==> config.mk <==
export PLATFORM = sky130hd
export DESIGN_NAME = lsdrs_cell
export DESIGN_NICKNAME = d
export VERILOG_FILES = /design/src/hdl/lsdrs_pkg.sv /design/src/hdl/lsdrs_cell.sv
export SDC_FILE = /design/constraint.sdc
export NUM_CORES = 1
export LEC_CHECK = 0
export BUFFER_PORTS_ARGS = -buffer_cell sky130_fd_sc_hd__buf_2
export CORE_AREA = 2 2 202 204
export CTS_CLUSTER_SIZE = 24
export DETAILED_ROUTE_END_ITERATION = 10
export DIE_AREA = 0 0 204 206
export SLEW_MARGIN = 15
export SYNTH_ARGS = -nofsm -noshare
export SYNTH_HDL_FRONTEND = slang
export SYNTH_SLANG_ARGS = --single-unit
==> constraint.sdc <==
create_clock -name clk_i -period 14.53 [get_ports clk_i]
set_input_delay 0.7265 -clock clk_i [delete_from_list [all_inputs] [get_ports clk_i]]
set_output_delay 0.7265 -clock clk_i [all_outputs]
set_load 0.01 [all_outputs]
==> src/hdl/lsdrs_pkg.sv <==
// Shared types and constants for the key/value sorting chain.
`timescale 1ns / 1ps
package lsdrs_pkg;

  localparam int unsigned KeyW = 64;
  localparam int unsigned PayW = 64;

  typedef struct packed {
    logic [KeyW-1:0] key;
    logic [PayW-1:0] payload;
  } pair_t;

  // Commands that every cell of the chain sees in the same cycle.
  typedef struct packed {
    logic insert;
    logic pop;
  } cell_ctrl_t;

endpackage

==> src/hdl/lsdrs_cell.sv <==
// One cell of the sorting chain: holds one pair and its valid flag.
`timescale 1ns / 1ps
module lsdrs_cell #(
  parameter int unsigned KEY_BITS = 64
) (
  input  logic                clk_i,
  input  logic                rst_ni,
  input  lsdrs_pkg::cell_ctrl_t ctrl_i,
  input  lsdrs_pkg::pair_t    new_pair_i,
  input  lsdrs_pkg::pair_t    prev_pair_i,
  input  logic                prev_vld_i,
  input  logic                prev_before_i,
  input  lsdrs_pkg::pair_t    next_pair_i,
  input  logic                next_vld_i,
  output lsdrs_pkg::pair_t    pair_o,
  output logic                vld_o,
  output logic                before_o
);

  lsdrs_pkg::pair_t pair_q, pair_d;
  logic             vld_q, vld_d;

  // The new pair belongs at or ahead of this place when the cell is empty or
  // holds a strictly larger key; equal keys keep their arrival order.
  assign before_o = !vld_q ||
                    (new_pair_i.key[KEY_BITS-1:0] < pair_q.key[KEY_BITS-1:0]);

  always_comb begin
    priority if (ctrl_i.pop) begin
      pair_d = next_pair_i;
      vld_d  = next_vld_i;
    end else if (ctrl_i.insert && prev_before_i) begin
      pair_d = prev_pair_i;
      vld_d  = prev_vld_i;
    end else if (ctrl_i.insert && before_o) begin
      pair_d = new_pair_i;
      vld_d  = 1'b1;
    end else begin
      pair_d = pair_q;
      vld_d  = vld_q;
    end
  end

  always_ff @(posedge clk_i or negedge rst_ni) begin
    if (!rst_ni) begin
      vld_q <= 1'b0;
    end else begin
      vld_q <= vld_d;
    end
  end

  always_ff @(posedge clk_i) begin
    pair_q <= pair_d;
  end

  assign pair_o = pair_q;
  assign vld_o  = vld_q;

endmodule

==> results by group <==
Status
  • Outcome: complete, no violations

Synth
  • Syn nets: 1242
  • #FFs+latches synth: 129
  • Post-synth top area share: 47.3%
  • Synth Cell Area: 0.00813 mm²
  • Sequential area share after synthesis: 47.6%
  • Cell count after synthesis: approximately 790
  • Yosys warning total: 0
  • Asr flop ratio synth: 0.775%
  • Yosys cell types: 39
  • Post-synth top flop: edfxtp_1
  • Post-synth EDFFs: around 130
  • Leading area contributor after synthesis: edfxtp_1
  • Syn Area/Cell: 10.3 µm²
  • Largest cells by area after synthesis: edfxtp_1 (47%), mux2i_1 (16%), ha_1 (9.7%)

Setup path
  • Slowest CP cell: buf_4
  • Critical path, cell by cell: buf_2 -> ha_1 -> a21oi_1 -> o21ai_1 -> a221oi_1 -> nand2_1 -> o31ai_1 -> o211ai_2 -> a31oi_4 -> buf_4
  • Worst Path Max Fanout: 63
  • Arrival time at the worst endpoint: 3.87 ns
  • CP peak stage delay: 0.73 ns
  • Worst setup SP type: primary input
  • CP required: 14.58 ns
  • Kind of end point of the critical path: register
  • Setup CP Type: in -> reg

Die
  • # rows: 74
  • Initial Util: 20.2%
  • Die height: 206 µm
  • Die area: 0.0420 mm²
  • I/O pin cnt: 521
  • CORE AREA: 0.0402 mm²
  • Die X: 204 µm

Clock tree
  • Hold_buf cts: 0
  • CTS Root Buffer Type: clkbuf_16
  • CTS HTree Levels: 4
  • Worst-path clk slew: 0.06 ns
  • TritonCTS clock tree: yes
  • Worst skew pair latency: 0.43 ns
  • Max Buffers Root-to-Sink: 2
  • Clock Sinks: 129
  • CTS Buf Count: 17
  • Post-CTS sizing: 0
  • Setup Fix Bufs, Post-CTS: 0

Timing
  • RSZ-0062 raised after global routing: no
  • Final period utilization: 26.3%
  • Setup Skew: 0.0113 ns
  • # setup viols final: 0
  • Highest Clock Rate: 262 MHz
  • Fin Setup TNS: 0 ns
  • Hold Vio Cnt, Final: 0
  • Post-layout min period: 3.82 ns
  • Fin. max-slew vios: 0
  • Worst-margin pin slew: around 0.99 ns
  • Worst rel slew slack: ~34%

Global routing
  • Initial antenna violation count: 1
  • Largest net degree at the start of global routing: 117
  • All-Layer GR Usage: 12.8%
  • First-pass GRT wire length: 40600 µm
  • Vias in the first global route: 7386
  • Gr ovfl total: 0

Routing
  • Count of TritonRoute iterations in the first routing pass: 5
  • DRC: 0
  • Via count: 7739
  • Final WL: 28200 µm
  • Routed Antenna Nets: 0
  • DR iter-0 viols: 436
  • Via/cell ratio: 4.22
  • WL per Instance: 15.4 µm

Place
  • Post-Place Cells: 1804
  • Dpl hpwl: 23700 µm
  • PortBufs: 520
  • Routability cong.: 0.915

Power
  • Power Total: around 1200 µW
  • PwrDens: approximately 99 mW/mm²
  • LEAKAGE: 0.00620 µW
  • Peak supply drop: 72.4 µV

Hold path
  • HP Class: in -> async

Job
  • Max-cap violations: 0

Final layout
  • Fin cells: approximately 1800
  • N_diodes: 0
  • Area added between synthesis and finish: 46.1%
  • Share of layout cells above drive strength 1: 43.5%
  • Fin nets: 1745
[Yosys cell counts, types with 2 or more instances]
library cell and number:
a211oi_1 2, a21o_1 3, a21oi_1 20, a221o_1 2
and4_1 4, buf_2 15, clkbuf_1 27, edfxtp_1 128
ha_1 63, inv_1 64, mux2i_1 128, nand2_1 144
nand3_1 7, nand4_1 10, nor2_1 8, nor3_1 2
nor4_2 2, o21ai_0 137, o21ai_1 2
[metrics by stage]
| stage | hold WS (ns) | setup slack, ns | area (µm²) | utilization, % |
|---|---|---|---|---|
| global placement | 0.503 | 10.26 | 11300 | 28.1 |
| CTS | 0.0225 | 10.61 | 11900 | 29.5 |
| floorplan | 0.431 | 8.06 | 8130 | - |
| detailed placement | 0.504 | 10.19 | 11300 | 28.1 |
| global route | 0.0214 | 10.47 | 11900 | 29.5 |
| finish | 0.0618 | 10.71 | 11900 | 29.5 |
[worst paths after layout]
check	startpoint	endpoint	slack, ns	cells after the start
max in group asynchronous	rst_ni	vld_o	14.38	1
hold reg to reg	vld_o	vld_o	0.78	2
setup / recovery	new_pair_i[97]	pair_o[40]	10.71	10
hold / removal	rst_ni	vld_o	0.06	1
setup reg to reg	pair_o[97]	pair_o[40]	10.73	10
min in group clk_i	next_vld_i	vld_o	0.52	3
[layer usage]
layer	up-vias	wire length [µm]	global-route usage (%)
met5	-	0	0
met4	0	548	4.45
met3	29	2090	3.41
met2	345	13600	21.7
met1	3521	12000	15.8
li1	3844	-	-
[sequential cells by signal (all words and copies together) (netlist names)]
signal	flops
pair_o	128
vld_o	1
[placed cells by master (no fill, tap or decap), types with 8 or more instances in the layout]
master	count
nor2_1	8
inv_1	64
nand4_1	10
ha_1	63
nand2_1	143
o21ai_0	137
clkbuf_16	17
mux2i_1	128
buf_2	519
edfxtp_1	128
a21oi_1	20
[where the power goes]
| part | leakage (µW) | switching (µW) | total [µW] | internal, µW |
|---|---|---|---|---|
| logic | 0.00459 | 151 | 270 | 119 |
| clock network | 0.000280 | 176 | 431 | 255 |
| registers | 0.00133 | 16.4 | 477 | 460 |
| total | 0.00620 | 343 | 1180 | 834 |
[critical path, delay by kind of cell]
family / cells / cell delay [ns]
AO/OA/AOI/OAI: 6 / 1.70
buffers and inverters: 2 / 0.84
AND/OR/NAND/NOR: 1 / 0.19
adder cells (fa/ha/maj): 1 / 0.31
[cell families (layout without fill, tap and decap cells)]
kind of cell	Yosys count	count (layout)	share of synthesized area, %
buffers and inverters	107	623	5.17
flip-flops	129	129	47.6
AO/OA/AOI/OAI	178	178	11.9
adder cells (fa/ha/maj)	63	63	9.70
AND/OR/NAND/NOR	183	183	9.89
multiplexers	128	128	15.8
[layout make-up]
type / instances / area (µm²)
fill: 4298 / 28300
sequential: 129 / 3870
multi-input combinational: 552 / 3850
timing repair buffer: 527 / 2660
tap: 532 / 666
clock buffer: 18 / 429
inverter: 64 / 240
clock inverter: 14 / 154
Note: power is estimated with default switching activity, not from simulation.
